==> src/rtl/ltn_pkg.sv <==
// ltn_pkg: types and codes shared by the tier negotiation controller.
// No dependencies; every rtl module imports it.
`default_nettype none

package ltn_pkg;

  localparam int TierW = 3;
  localparam int SnrW  = 12;

  typedef enum logic [1:0] {
    S_IDLE      = 2'd0,
    S_PROBING   = 2'd1,
    S_ACTIVE    = 2'd2,
    S_RETUNING  = 2'd3
  } ltn_state_t;

  typedef enum logic [1:0] {
    FN_START = 2'd0,
    FN_FRAME = 2'd1,
    FN_SNR   = 2'd2,
    FN_TICK  = 2'd3
  } func_t;

  // received frame types
  localparam logic [2:0] FR_PROBE  = 3'd0;
  localparam logic [2:0] FR_ACK    = 3'd1;
  localparam logic [2:0] FR_RETUNE = 3'd2;
  localparam logic [2:0] FR_NAK    = 3'd3;

  // transmitted frame types
  localparam logic [1:0] SEND_PROBE  = 2'd0;
  localparam logic [1:0] SEND_ACK    = 2'd1;
  localparam logic [1:0] SEND_RETUNE = 2'd2;

  // configuration register indexes
  localparam logic [1:0] CFG_TIER_COUNT = 2'd0;
  localparam logic [1:0] CFG_THRESHOLDS = 2'd1;
  localparam logic [1:0] CFG_TIMEOUT    = 2'd2;
  localparam logic [1:0] CFG_RETRIES    = 2'd3;

  typedef struct packed {
    func_t                  func;
    logic                   crc_ok;
    logic [2:0]             frm_kind;
    logic [TierW-1:0]       frame_tier;
    logic [TierW-1:0]       frame_max_tier;
    logic signed [SnrW-1:0] snr_value;
    logic                   acm_moved;
    logic [TierW-1:0]       acm_tier;
  } evt_t;

  typedef struct packed {
    logic [TierW-1:0] max_tier;
    logic [63:0]      thresholds;
    logic [7:0]       timeout_ticks;
    logic [3:0]       max_retries;
  } cfg_t;

  typedef struct packed {
    logic             send_valid;
    logic [1:0]       send_type;
    logic [TierW-1:0] send_tier;
    logic [TierW-1:0] send_max_tier;
    logic             force_valid;
    logic [TierW-1:0] force_tgt;
    logic             notify_valid;
    ltn_state_t       link_state;
  } res_t;

endpackage

`default_nettype wire

==> src/rtl/link_tier_negotiator.sv <==
// link_tier_negotiator: top level with configuration registers, event beat
// register and result beat register around ltn_fsm. Depends on ltn_pkg.
// An accepted input beat is held in the event register, its result in the result
// register. Throughput: one event per cycle unless out_stall backs up the
// pipeline; the state update and result sit in a single combinational pass.
// Reset (rst_n low, synchronous): idle state, counters and SNR cleared,
// registers to tier_count 8, thresholds 0, timeout 3, retries 3.
`default_nettype none

module link_tier_negotiator #(
  parameter int MAX_TIERS = 8
) (
  input  wire logic        clk,
  input  wire logic        rst_n,
  input  wire logic        cfg_we,
  input  wire logic [1:0]  cfg_index,
  input  wire logic [63:0] cfg_data,
  input  wire logic        in_valid,
  output logic             in_stall,
  input  wire logic [1:0]  in_func,
  input  wire logic        in_crc_ok,
  input  wire logic [2:0]  in_frame_type,
  input  wire logic [2:0]  in_frame_tier,
  input  wire logic [2:0]  in_frame_max_tier,
  input  wire logic signed [11:0] in_snr_value,
  input  wire logic        in_acm_moved,
  input  wire logic [2:0]  in_acm_tier,
  output logic             out_valid,
  input  wire logic        out_stall,
  output logic             out_send_valid,
  output logic [1:0]       out_send_type,
  output logic [2:0]       out_send_tier,
  output logic [2:0]       out_send_max_tier,
  output logic             out_force_valid,
  output logic [2:0]       out_force_tier,
  output logic             out_notify_valid,
  output logic [1:0]       out_link_state
);
  import ltn_pkg::*;

  localparam logic [TierW-1:0] MaxTier = TierW'(MAX_TIERS - 1);

  logic [3:0]  tier_count_r;
  logic [63:0] thresholds_r;
  logic [7:0]  timeout_r;
  logic [3:0]  retries_r;
  logic        evt_valid_r;
  evt_t        evt_r;
  logic        res_valid_r;
  res_t        res_r;
  res_t        res;
  cfg_t        cfg;
  logic        res_load;
  logic        advance;
  logic [3:0]  count_m1;

  always_ff @(posedge clk) begin
    if (!rst_n) begin
      tier_count_r <= 4'd8;
      thresholds_r <= '0;
      timeout_r    <= 8'd3;
      retries_r    <= 4'd3;
    end else if (cfg_we) begin
      case (cfg_index)
        CFG_TIER_COUNT: tier_count_r <= cfg_data[3:0];
        CFG_THRESHOLDS: thresholds_r <= cfg_data;
        CFG_TIMEOUT:    timeout_r    <= cfg_data[7:0];
        CFG_RETRIES:    retries_r    <= cfg_data[3:0];
        default: ;
      endcase
    end
  end

  assign count_m1 = tier_count_r - 4'd1;

  always_comb begin
    if (tier_count_r == 4'd0) begin
      cfg.max_tier = '0;
    end else if (count_m1 > 4'(MAX_TIERS - 1)) begin
      cfg.max_tier = MaxTier;
    end else begin
      cfg.max_tier = count_m1[TierW-1:0];
    end
    cfg.thresholds    = thresholds_r;
    cfg.timeout_ticks = timeout_r;
    cfg.max_retries   = retries_r;
  end

  assign res_load = !res_valid_r || !out_stall;
  assign advance  = evt_valid_r && res_load;
  assign in_stall = evt_valid_r && !res_load;

  always_ff @(posedge clk) begin
    if (!rst_n) begin
      evt_valid_r <= 1'b0;
    end else if (!in_stall) begin
      evt_valid_r <= in_valid;
    end
  end

  always_ff @(posedge clk) begin
    if (in_valid && !in_stall) begin
      evt_r.func           <= func_t'(in_func);
      evt_r.crc_ok         <= in_crc_ok;
      evt_r.frm_kind       <= in_frame_type;
      evt_r.frame_tier     <= in_frame_tier;
      evt_r.frame_max_tier <= in_frame_max_tier;
      evt_r.snr_value      <= in_snr_value;
      evt_r.acm_moved      <= in_acm_moved;
      evt_r.acm_tier       <= in_acm_tier;
    end
  end

  ltn_fsm u_fsm (
    .clk     (clk),
    .rst_n   (rst_n),
    .advance (advance),
    .evt     (evt_r),
    .cfg     (cfg),
    .res     (res)
  );

  always_ff @(posedge clk) begin
    if (!rst_n) begin
      res_valid_r <= 1'b0;
    end else if (res_load) begin
      res_valid_r <= evt_valid_r;
    end
  end

  always_ff @(posedge clk) begin
    if (advance) begin
      res_r <= res;
    end
  end

  assign out_valid         = res_valid_r;
  assign out_send_valid    = res_r.send_valid;
  assign out_send_type     = res_r.send_type;
  assign out_send_tier     = res_r.send_tier;
  assign out_send_max_tier = res_r.send_max_tier;
  assign out_force_valid   = res_r.force_valid;
  assign out_force_tier    = res_r.force_tgt;
  assign out_notify_valid  = res_r.notify_valid;
  assign out_link_state    = res_r.link_state;

`ifndef NO_ASSERTIONS
  a_no_drop: assert property (@(posedge clk) disable iff (!rst_n)
    res_valid_r && out_stall |=> res_valid_r && $stable(res_r))
    else $error("stalled result beat changed");

  a_stall_only_full: assert property (@(posedge clk) disable iff (!rst_n)
    in_stall |-> evt_valid_r && res_valid_r)
    else $error("input stalled with room in the pipeline");

  a_advance_fills: assert property (@(posedge clk) disable iff (!rst_n)
    advance |=> res_valid_r)
    else $error("processed event produced no result beat");
`endif

endmodule

`default_nettype wire

==> src/rtl/ltn_tier_pick.sv <==
// ltn_tier_pick: highest tier up to min(our max, peer max) whose SNR
// threshold the stored SNR meets, else tier 0. Depends on ltn_pkg.
`default_nettype none

module ltn_tier_pick (
  input  wire logic signed [ltn_pkg::SnrW-1:0] snr,
  input  wire logic [63:0]                     thresholds,
  input  wire logic [ltn_pkg::TierW-1:0]       our_max,
  input  wire logic [ltn_pkg::TierW-1:0]       far_max,
  output logic      [ltn_pkg::TierW-1:0]       tier
);
  import ltn_pkg::*;

  logic [TierW-1:0] upper;

  assign upper = (far_max < our_max) ? far_max : our_max;

  always_comb begin
    logic signed [SnrW-1:0] thr;
    tier = '0;
    for (int i = 0; i < 8; i++) begin
      thr = $signed({thresholds[8*i +: 8], 4'b0000});
      if ((TierW'(i) <= upper) && (snr >= thr)) begin
        tier = TierW'(i);
      end
    end
  end

endmodule

`default_nettype wire

==> src/rtl/ltn_fsm.sv <==
// ltn_fsm: negotiation state, agreed tier, retry and tick counters, last SNR,
// and the result of one event. Depends on ltn_pkg and ltn_tier_pick.
`default_nettype none

module ltn_fsm (
  input  wire logic          clk,
  input  wire logic          rst_n,
  input  wire logic          advance,
  input  wire ltn_pkg::evt_t evt,
  input  wire ltn_pkg::cfg_t cfg,
  output ltn_pkg::res_t      res
);
  import ltn_pkg::*;

  ltn_state_t             state_r, state_nxt;
  logic [TierW-1:0]       agreed_r, agreed_nxt;
  logic [3:0]             retry_r, retry_nxt;
  logic [7:0]             tick_r, tick_nxt;
  logic signed [SnrW-1:0] snr_r, snr_nxt;
  logic [TierW-1:0]       pick;

  ltn_tier_pick u_pick (
    .snr        (snr_r),
    .thresholds (cfg.thresholds),
    .our_max    (cfg.max_tier),
    .far_max    (evt.frame_max_tier),
    .tier       (pick)
  );

  always_ff @(posedge clk) begin
    if (!rst_n) begin
      state_r  <= S_IDLE;
      agreed_r <= '0;
      retry_r  <= '0;
      tick_r   <= '0;
      snr_r    <= '0;
    end else if (advance) begin
      state_r  <= state_nxt;
      agreed_r <= agreed_nxt;
      retry_r  <= retry_nxt;
      tick_r   <= tick_nxt;
      snr_r    <= snr_nxt;
    end
  end

  always_comb begin
    logic             agree;
    logic [TierW-1:0] t;
    state_nxt  = state_r;
    agreed_nxt = agreed_r;
    retry_nxt  = retry_r;
    tick_nxt   = tick_r;
    snr_nxt    = snr_r;
    agree      = 1'b0;
    t          = (evt.frame_tier > cfg.max_tier) ? cfg.max_tier : evt.frame_tier;
    res        = '0;

    case (evt.func)
      FN_START: begin
        if (state_r == S_IDLE) begin
          res.send_valid = 1'b1;
          res.send_type  = SEND_PROBE;
          state_nxt      = S_PROBING;
          retry_nxt      = '0;
          tick_nxt       = '0;
        end
      end
      FN_FRAME: begin
        if (evt.crc_ok) begin
          case (evt.frm_kind)
            FR_PROBE: begin
              t              = pick;
              res.send_valid = 1'b1;
              res.send_type  = SEND_ACK;
              res.send_tier  = pick;
              agree          = 1'b1;
            end
            FR_ACK: begin
              agree = (state_r == S_PROBING) || (state_r == S_RETUNING);
            end
            FR_RETUNE: begin
              res.send_valid = 1'b1;
              res.send_type  = SEND_ACK;
              res.send_tier  = t;
              agree          = 1'b1;
            end
            FR_NAK: begin
              agreed_nxt       = '0;
              res.force_valid  = 1'b1;
              res.force_tgt    = '0;
              res.notify_valid = 1'b1;
              state_nxt        = S_IDLE;
            end
            default: ;
          endcase
          if (agree) begin
            agreed_nxt       = t;
            res.force_valid  = 1'b1;
            res.force_tgt    = t;
            res.notify_valid = 1'b1;
            state_nxt        = S_ACTIVE;
          end
        end
      end
      FN_SNR: begin
        snr_nxt = evt.snr_value;
        if ((state_r == S_ACTIVE) && evt.acm_moved && (evt.acm_tier != agreed_r)) begin
          res.send_valid = 1'b1;
          res.send_type  = SEND_RETUNE;
          res.send_tier  = evt.acm_tier;
          state_nxt      = S_RETUNING;
          tick_nxt       = '0;
        end
      end
      FN_TICK: begin
        if ((state_r == S_PROBING) || (state_r == S_RETUNING)) begin
          if (tick_r >= cfg.timeout_ticks) begin
            if (state_r == S_PROBING) begin
              if (retry_r < cfg.max_retries) begin
                retry_nxt      = retry_r + 4'd1;
                res.send_valid = 1'b1;
                res.send_type  = SEND_PROBE;
                tick_nxt       = '0;
              end else begin
                state_nxt = S_IDLE;
              end
            end else begin
              res.force_valid = 1'b1;
              res.force_tgt   = agreed_r;
              state_nxt       = S_ACTIVE;
            end
          end else begin
            tick_nxt = tick_r + 8'd1;
          end
        end
      end
      default: ;
    endcase

    res.send_max_tier = res.send_valid ? cfg.max_tier : '0;
    res.link_state    = state_nxt;
  end

`ifndef NO_ASSERTIONS
  a_hold_when_idle: assert property (@(posedge clk) disable iff (!rst_n)
    !advance |=> $stable(state_r) && $stable(agreed_r) && $stable(tick_r))
    else $error("negotiation state moved without an event");

  a_notify_lands: assert property (@(posedge clk) disable iff (!rst_n)
    advance && res.notify_valid |=> (state_r == S_ACTIVE) || (state_r == S_IDLE))
    else $error("agreement did not settle in active or idle");

  a_tick_idle: assert property (@(posedge clk) disable iff (!rst_n)
    advance && (evt.func == FN_TICK) && (state_r == S_IDLE) |=> state_r == S_IDLE)
    else $error("tick left the idle state");

  a_snr_stored: assert property (@(posedge clk) disable iff (!rst_n)
    advance && (evt.func == FN_SNR) |=> snr_r == $past(evt.snr_value))
    else $error("SNR update not stored");

  a_force_on_notify: assert property (@(posedge clk) disable iff (!rst_n)
    advance && res.notify_valid |=> agreed_r == $past(res.force_tgt))
    else $error("agreed tier differs from forced tier");
`endif

endmodule

`default_nettype wire
==> config.mk <==
export PLATFORM = sky130hd
export DESIGN_NAME = link_tier_negotiator
export DESIGN_NICKNAME = d
export VERILOG_FILES = /design/src/rtl/ltn_pkg.sv /design/src/rtl/link_tier_negotiator.sv /design/src/rtl/ltn_tier_pick.sv /design/src/rtl/ltn_fsm.sv
export SDC_FILE = /design/constraint.sdc
export NUM_CORES = 1
export LEC_CHECK = 0
export ABC_AREA = 0
export BUFFER_PORTS_ARGS = -buffer_cell sky130_fd_sc_hd__buf_2
export CORE_MARGIN = 5
export CORE_UTILIZATION = 53
export CTS_CLUSTER_DIAMETER = 80
export DETAILED_ROUTE_END_ITERATION = 8
export PLACE_DENSITY = 0.78
export SETUP_SLACK_MARGIN = 0.05
export SKIP_LAST_GASP = 1
export SYNTH_ARGS = -nofsm -noshare
export SYNTH_HDL_FRONTEND = slang
export SYNTH_SLANG_ARGS = --single-unit
==> constraint.sdc <==
create_clock -name clk -period 6.75 [get_ports clk]
set_input_delay 0.3375 -clock clk [delete_from_list [all_inputs] [get_ports clk]]
set_output_delay 0.3375 -clock clk [all_outputs]
set_load 0.02 [all_outputs]
# After elaboration in Yosys (flattened, before gate mapping)
# Cells that the tools add are included.
op_classes:
  eq_ne: 21
  n_reduce_logical: 36
  add_sub_neg: 3
  magnitude_cmp: 19
  muxes: 57
op_table:
  columns: ["cell", "count"]
  rows:
  - ["$ge 12x12->1", 7]
  - ["$mux 3", 18]
  - ["$mux 8", 6]
  - ["$mux 4", 8]
  - ["$pmux 8 s3", 1]
  - ["$mux 2", 9]
  - ["$pmux 4 s2", 2]
  - ["$mux 5", 3]
  - ["$reduce_and 7->1", 2]
  - ["$eq 2x2->1 const B", 6]
  - ["$le 3x3->1 const A", 4]
  - ["$logic_and 1x1->1", 12]
  - ["$mux 6", 2]
  - ["$ne 2x1->1 const B", 6]
  - ["$pmux 3 s4", 1]
  - ["$pmux 6 s2", 1]
  - ["$reduce_and 2->1", 6]
  - ["$add 8x1->8 const B", 1]
  - ["$ge 8x8->1", 1]
  - ["$pmux 2 s4", 1]
  - ["$eq 2x1->1 const B", 3]
  - ["$eq 3x2->1 const B", 2]
  - ["$le 2x3->1 const A", 2]
  - ["$logic_not 2->1", 3]
  - ["other kinds (22)", 29]
totals:
  wordCells: 163
  out_inout_bits: 18
  ff_bits: 155
  input_bits: 99

# Longest topological paths before layout
# Gate-level depths: netlist of the first run.
depth:
  depth_word: 19
  mapped_depth: 14
  mapped_depth_nobuf: 14

# Modules after synthesis
# A second synthesis of the first run with hierarchy kept.
unflattened:
  cells_unflattened: 907
  hier_area_um2: 8410.6
modules_own_cells:
  columns: ["module", "area_each_um2", "n_inst", "cells_each"]
  rows:
  - ["link_tier_negotiator", 4528.1, 1, 402]
  - ["ltn_fsm", 2142.1, 1, 276]
  - ["ltn_tier_pick", 1740.4, 1, 229]

# Worst setup path before layout of the first run
# OpenSTA, ideal clock, no wires.
synth_path:
  path_type: "reg2reg"
  start: "register tier_count_r[0]"
  end: "register res_r (netlist bit out_force_tier[0]) (data pin)"
  path_slack_ns: 3.434
  arrival_time_ns: 3.060
  setup_ns: 0.256
  stages_incl_launch_ff: 15
  synth_period_minus_slack_ns: 3.316
  path_cell_list: "dfxtp_1 -> inv_1 -> ha_1 -> nand4bb_1 -> a21oi_1 -> or2_1 -> ha_1 -> a21o_1 -> a21oi_1 -> a211oi_2 -> or3_1 -> o2111ai_1 -> o211a_1 -> o21ai_1 -> a22o_1"
synth_rtl:
  columns: ["item", "line", "source"]
  rows:
  - ["start: declaration", "link_tier_negotiator.sv:43", "logic [3:0] tier_count_r;"]
  - ["start signal: assignment", "link_tier_negotiator.sv:65", "CFG_TIER_COUNT: tier_count_r <= cfg_data[3:0];"]
  - ["end signal: assignment", "link_tier_negotiator.sv:133", "res_r <= res;"]
  - ["end: declaration", "link_tier_negotiator.sv:50", "res_t res_r;"]

==> results of run 1 <==
==> cell type report <==
| class | instances | area, sq um | area share (%) |
|---|---|---|---|
| Multi-Input combinational cell | 624 | 4185 | 44.97 |
| Sequential cell | 147 | 3383 | 36.35 |
| Timing Repair Buffer | 119 | 603.1 | 6.479 |
| Clock buffer | 17 | 425.4 | 4.571 |
| Inverter | 94 | 352.8 | 3.791 |
| Tap cell | 188 | 235.2 | 2.527 |
| Clock inverter | 15 | 122.6 | 1.317 |
==> sequential cells by signal, summed over array words and instances (netlist names), 2 cells and up <==
register	flops
u_fsm.tick_r	8
u_fsm.state_r	2
thresholds_r	56
out_send_max_tier	3
out_send_type	2
out_link_state	2
evt_r	28
u_fsm.agreed_r	3
out_send_tier	3
u_fsm.snr_r	12
u_fsm.retry_r	4
tier_count_r	4
timeout_r	8
out_force_tier	3
retries_r	4
==> routing by layer <==
layer	vias up	track usage (%)	wire length (microns)
li1	3313	-	-
met1	3009	27.68	8220
met2	179	33.47	8374
met3	27	5.136	1055
met4	0	7.086	314
met5	-	0	0
==> power groups by stage <==
stage          combinational, mW  sequential [mW]  clock, mW
2_1_floorplan              0.179            0.986          0
3_3_place_gp               0.256            0.988          0
3_5_place_dp               0.262            0.989          0
4_1_cts                    0.264            0.970      0.897
5_1_grt                    0.297            0.974      0.935
6_report                   0.264            0.970      0.880
==> kinds of logic after synthesis <==
logic type / count (synthesis)
buf+inv: 124
compound gates: 208
flops: 147
xor+xnor: 8
mux: 9
simple gates: 317
fa+ha+maj: 82
==> worst max-delay path: stages (launching register included) <==
cell,delay (ns)
dfxtp_1,0.44
inv_1,0.11
ha_1,0.31
nand4bb_1,0.10
a21oi_1,0.23
or2_1,0.21
ha_1,0.28
a21o_1,0.17
a21oi_1,0.35
a22oi_1,0.14
o211ai_1,0.34
or3b_1,0.39
o211a_1,0.15
nand2b_4,0.14
o31ai_2,0.23
==> through the flow <==
step	utilization (%)	instances	total power, mW	hold WS (ns)	setup WS, ns
5_1_grt	61.91	1204	2.206	0.06103	2.747
3_3_place_gp	58.27	1172	1.244	0.4429	3.222
4_1_cts	61.91	1204	2.131	0.06299	3.042
6_report	61.91	1204	2.113	0.08116	2.982
3_5_place_dp	58.27	1172	1.251	0.4520	3.085
2_1_floorplan	-	895	1.165	0.4363	3.434
==> final timing paths <==
kind	start	to	slack, ns	cells after the start
max	tier_count_r[0]	out_send_tier[0]	2.98	14
min	in_snr_value[2]	evt_r[6]	0.08	1
max reg2reg	tier_count_r[0]	out_send_tier[0]	2.98	14
min reg2reg	thresholds_r[63]	thresholds_r[63]	0.46	2
==> layout by cell type, fill, tap and decap left out, types with 4 or more instances in the layout <==
cell / netlist / layout
dfxtp_1: 103 / 103
nor2b_1: 12 / 11
nor3b_1: 4 / 4
nand2_1: 193 / 193
ha_1: 82 / 82
o21ai_0: 9 / 9
and3_1: 4 / 4
o21a_1: 8 / 8
a31oi_1: 5 / 5
nand3_1: 16 / 16
edfxtp_1: 44 / 44
and2_1: 4 / 4
nor3_1: 11 / 11
nand4_1: 5 / 5
a211oi_1: 4 / 4
o211ai_1: 7 / 7
a21boi_0: 72 / 72
xnor2_1: 8 / 8
mux2i_1: 8 / 8
inv_6: 0 / 7
clkinvlp_4: 0 / 5
a21o_1: 9 / 9
o2111ai_1: 6 / 6
nor2_1: 34 / 34
o31ai_1: 5 / 5
o21ai_1: 10 / 10
nand2b_1: 9 / 9
or3_1: 5 / 5
buf_2: 0 / 116
clkbuf_16: 0 / 17
inv_1: 94 / 94
a21oi_1: 29 / 29
==> impl_metrics.yaml, run 1 <==
sta:
  hold_viol: 0
  period_minus_slack_ns: 3.768
  setup_violations: 0
  fin_setup_tns_ns: 0
  maxSlewViolCount: 0
  slew_headroom_pct: 38.61
  rsz0062_at_grt: "no"
  min_period_over_period_pct: 55.82
  max_freq_mhz: 265.4
  tightest_slew_ns: 0.9175
  clock_skew_ns: 0.008063
global_route:
  gr-usage-all-layers_pct: 20.85
  grt_pass1_wl_microns: 30100
  grt_max_degree: 97
  grt_pass1_vias: 6326
  antenna_found_initial: 0
  grt-ovfl-total: 0
drt:
  first_pass_iters: 5
  drt_iter0_drc: 519
  vias_per_cell: 5.422
  vias: 6528
  postRouteAntennaNets: 0
  wl_per_cell_microns: 14.92
  routed_wl_microns: 17960
  route.detailed.drc: 0
synth:
  synth_top_area_share_pct: 25.68
  synth-edff-count: 44
  synth_mux_area_share_pct: 1.137
  synthFlopType: "dfxtp_1"
  postSynthAreaPerCell_sq_um: 8.972
  synth_common_cells: "193 x nand2_1, 103 x dfxtp_1, 94 x inv_1, 82 x ha_1, 72 x a21boi_0"
  synth_compound_area_share_pct: 19.45
  synthCells: 895
  synth_top_family_by_area: "compound AO/OA/AOI/OAI gates"
  yosys-top-cells-area: "dfxtp_1 26%, edfxtp_1 16%, ha_1 13%, nand2_1 9.0%, a21boi_0 6.7%"
  yosysTopAreaCell: "dfxtp_1"
  synth_xor_area_share_pct: 0.8725
  synthAdderAreaFrac_pct: 12.78
  synth-seq-cells: 147
  synth_fp_nets: 1076
  synth.cell_area_sq_um: 8030
  ys_seq_area_share_pct: 42.13
  async_flop_share_pct: 0
  synthDistinctLibCells: 73
  yosysWarnings: 0
  yosysMostFrequentCell: "nand2_1"
  synth-simple-area-share_pct: 17.84
job:
  maxCapViolations: 0
outcome:
  status: "finished, final reports clean"
setup_path:
  path_max_fanout: 7
  required_ns: 7.01
  arrival_ns: 4.02
  endpoint_kind: "register"
  crit_path_start_kind: "register"
  crit_type: "register to register"
final_layout:
  antennaDiodeCount: 0
  postLayoutCellArea_sq_um: 9308
  area_delta_synth_final_pct: 15.91
  drive_gt1_share_pct: 16.54
  n_fill_cell: 1296
  fin_nets: 1184
placement:
  dp_hpwl_microns: 13200
  port_buffers: 116
  place_congestion: 0.8938
  postPlaceCellArea_sq_um: 8760
clock_network:
  htree_num_levels: 4
  cts_repair_resize_count: 0
  root_buffer: "clkbuf_16"
  hold_buffers: 0
  tritoncts: "built"
  clock_sinks: 147
  clock_latency_ns: 0.43
  cts_buffers: 17
  cts_setup_buffers: 0
  clk_path_buf_depth: 2
  clk_pin_slew_ns: 0.06
power:
  sequentialPowerShare_pct: 45.9
  swShare_pct: 27.12
  clkPwrFrac_pct: 41.6
  p_sw_mw: 0.5732
  ir_worst_vdd_v: 0.0001883
  combPwrFrac_pct: 12.5
  p_int_mw: 1.540
  powerDensity_nw_per_um2: 227.1
  leakagePower_nw: 3.843
die:
  rows: 45
  start_util_pct: 53.42
  die-width_microns: 133.1
  io_pins: 117
  coreArea_sq_um: 15030
  dieArea_sq_um: 17710
  dieHeight_microns: 133.1
worst_hold_path:
  hold_class: "primary input to register"
Note: power is estimated with default switching activity, not from simulation.
==> run 2, diff against run 1 <==
--- a/config.mk
+++ b/config.mk
@@ -5,13 +5,13 @@
 export SDC_FILE = /design/constraint.sdc
 export NUM_CORES = 1
 export LEC_CHECK = 0
-export ABC_AREA = 0
+export ABC_AREA = 1
 export BUFFER_PORTS_ARGS = -buffer_cell sky130_fd_sc_hd__buf_2
 export CORE_MARGIN = 5
-export CORE_UTILIZATION = 53
+export CORE_UTILIZATION = 52
 export CTS_CLUSTER_DIAMETER = 80
 export DETAILED_ROUTE_END_ITERATION = 8
-export PLACE_DENSITY = 0.78
+export PLACE_DENSITY = 0.8
 export SETUP_SLACK_MARGIN = 0.05
 export SKIP_LAST_GASP = 1
 export SYNTH_ARGS = -nofsm -noshare
==> constraint.sdc (replaced) <==
create_clock -name clk -period 3.33 [get_ports clk]
set_input_delay 0.1665 -clock clk [delete_from_list [all_inputs] [get_ports clk]]
set_output_delay 0.1665 -clock clk [all_outputs]
set_load 0.02 [all_outputs]
==> run 2 against run 1 <==
Against the previous run:
- synthesized cell count up 5.1%
- global-route usage up 0.52 points
- sequential cell count unchanged
- synthesized area down 3.8%
- sequential share of layout area down 0.46 points
- critical path type unchanged
- wire length up 2.6%
- critical endpoint is now out_force_tier[1]
- via count up 3.7%
- combinational power rose to 2.7 times the previous value
- highest routed layer unchanged
- total power up 120%
- final cell count up 6.9%
- die area down 1.8%
==> impl_metrics.yaml, run 2 <==
outcome:
  status: "finished, final reports clean"
sta:
  clock_skew_ns: 0.01219
  rsz0062_at_grt: "no"
  maxSlewViolCount: 0
  slew_headroom_pct: 30.10
  min_period_over_period_pct: 87.33
  period_minus_slack_ns: 2.908
  hold_viol: 0
  hold_ws_ns: 0.01453
  fin_setup_tns_ns: 0
  setup_ws_ns: 0.4219
  max_freq_mhz: 343.9
  tightest_slew_ns: 1.047
  setup_violations: 0
global_route:
  antenna_found_initial: 0
  grt_pass1_vias: 6511
  grt-ovfl-total: 0
  grt_pass1_wl_microns: 30480
  grt_max_degree: 106
  gr-usage-all-layers_pct: 21.37
setup_path:
  required_ns: 3.51
  reg2regPathDepth: 18
  reg2reg_slack_ns: 0.42
  arrival_ns: 3.09
  crit_type: "register to register"
  startpoint: "tier_count_r[0]"
  endpoint_kind: "register"
  endpoint: "out_force_tier[1]"
  crit_path_start_kind: "register"
  reg2reg_from: "tier_count_r[0]"
  reg2reg_to: "out_force_tier[1]"
  path_max_fanout: 6
final_layout:
  reg_top3: "thresholds_r: 56 flops, evt_r: 28 flops, u_fsm.snr_r: 12 flops"
  antennaDiodeCount: 0
  final_common_cell: "nand2_1"
  largest-register: "thresholds_r"
  drive_gt1_share_pct: 16.23
  post-route-util_pct: 64.87
  largest_reg_flops: 56
  final_cell_mix: "137 x nand2_1, 136 x inv_1, 121 x a21oi_1"
  area_delta_synth_final_pct: 22.06
  fin_nets: 1271
power:
  leakagePower_nw: 4.316
  powerDensity_nw_per_um2: 489.5
  ir_worst_vdd_v: 0.0003795
placement:
  port_buffers: 116
  place_congestion: 0.9037
  pre_cts_ws_ns: 0.4787
  dp_hpwl_microns: 12840
synth:
  synthDistinctLibCells: 43
  async_flop_share_pct: 0
  postSynthAreaPerCell_sq_um: 8.208
  yosysTopAreaCell: "dfxtp_1"
  synth-seq-cells: 147
  synth_top_area_share_pct: 26.70
  synthCells: 941
  synth-edff-count: 44
  synth_common_cells: "137 x inv_1, 137 x nand2_1, 121 x a21oi_1, 103 x dfxtp_1, 92 x o21ai_0"
  yosysWarnings: 0
  synth.cell_area_sq_um: 7724
  yosys-top-cells-area: "dfxtp_1 27%, edfxtp_1 17%, ha_1 13%, a21oi_1 7.8%, inv_1 6.7%"
  synth_fp_nets: 1122
  synthFlopType: "dfxtp_1"
  ys_seq_area_share_pct: 43.80
clock_network:
  cts_setup_buffers: 0
  root_buffer: "clkbuf_16"
  clk_path_buf_depth: 2
  clk_pin_slew_ns: 0.06
  cts_buffers: 17
  cts_repair_resize_count: 0
  htree_num_levels: 4
  hold_buffers: 38
  clock_sinks: 147
  tritoncts: "built"
  clock_latency_ns: 0.43
job:
  maxCapViolations: 0
die:
  dieHeight_microns: 131.9
  start_util_pct: 53.14
  rows: 44
  coreArea_sq_um: 14530
  dieArea_sq_um: 17390
  io_pins: 117
  die-width_microns: 131.9
drt:
  vias: 6769
  vias_per_cell: 5.260
  wl_per_cell_microns: 14.32
  routed_wl_microns: 18430
  first_pass_iters: 5
  drt_iter0_drc: 434
  route.detailed.drc: 0
  postRouteAntennaNets: 0
worst_hold_path:
  hold_path_depth: 3
  hold_class: "primary input to register"
run 2: cell count changes after synthesis, moves of 9 or more:
| cell | before | now |
|---|---|---|
| nand2b_1 | 9 | 0 |
| a21boi_0 | 72 | 0 |
| nor2_1 | 34 | 59 |
| nand2_1 | 193 | 137 |
| nand3_1 | 16 | 50 |
| inv_1 | 94 | 137 |
| o21ai_0 | 9 | 92 |
| nor2b_1 | 12 | 0 |
| a21oi_1 | 29 | 121 |
| nand2_2 | 0 | 11 |
run 2: cell type report:
type	count	area, sq um
clock buffers	19	432.9
well taps	184	230.2
flip-flops and latches	147	3383
multi-input cells	626	3705
repair buffers	158	991.0
clock inverters	13	160.2
inverters	140	525.5
fillers	1254	5106
run 2: kinds of logic (layout without fill, tap and decap cells):
logic type                 after synthesis  after routing  share of synthesized area [%]
and+or+nand+nor                        294            294                          16.98
AOI/OAI and AO/OA                      243            243                          16.91
buffers and inverters                  168            330                          8.229
DFF                                    147            147                          43.80
adders and majority gates               82             82                          13.28
xor gates and xnor gates                 7              7                         0.7938
run 2: worst max-delay path, stage by stage, from the launching register on:
cell     delay, ns
dfxtp_1       0.33
inv_1         0.09
ha_1          0.22
xnor2_1       0.15
nand3_1       0.09
nand2_1       0.19
ha_1          0.29
a21oi_1       0.27
nand2_2       0.14
nand2_2       0.09
nand2_2       0.08
a21oi_1       0.13
nand2_1       0.10
nand3_1       0.11
nand3_1       0.07
nand2_1       0.08
o21ai_1       0.06
nand2_1       0.09
o21ai_1       0.06
run 2: worst min path at each step:
stage	start	to	slack (ns)
finish	cfg_data[56]	thresholds_r[56]	0.01
global route	cfg_data[59]	thresholds_r[59]	0.02
CTS	cfg_data[25]	thresholds_r[25]	0.005
detailed placement	in_snr_value[2]	evt_r[6]	0.34
global placement	in_snr_value[8]	evt_r[12]	0.34
floorplan	in_acm_tier[0]	evt_r[0]	0.27
run 2: where the power goes:
group	internal (mW)	switching, mW
logic	0.280	0.433
registers	1.93	0.0428
clock network	1.18	0.750
run 2: routing by layer:
metal	global-route usage, %	wire length, microns	up-vias	share of wire (%)
met3	4.427	991	44	5.4
met2	35.85	8852	187	48
met1	27.02	8128	3079	44
met5	0	0	-	0
met4	8.286	457	0	2.5
li1	-	-	3459	-
run 2: per-stage QoR:
step           power, mW  cells  cell area (sq um)
4_1_cts            4.633   1287               9428
3_3_place_gp       2.657   1217               8454
5_1_grt            4.833   1287               9428
2_1_floorplan      2.480    941               7724
3_5_place_dp       2.681   1217               8454
6_report           4.615   1287               9428
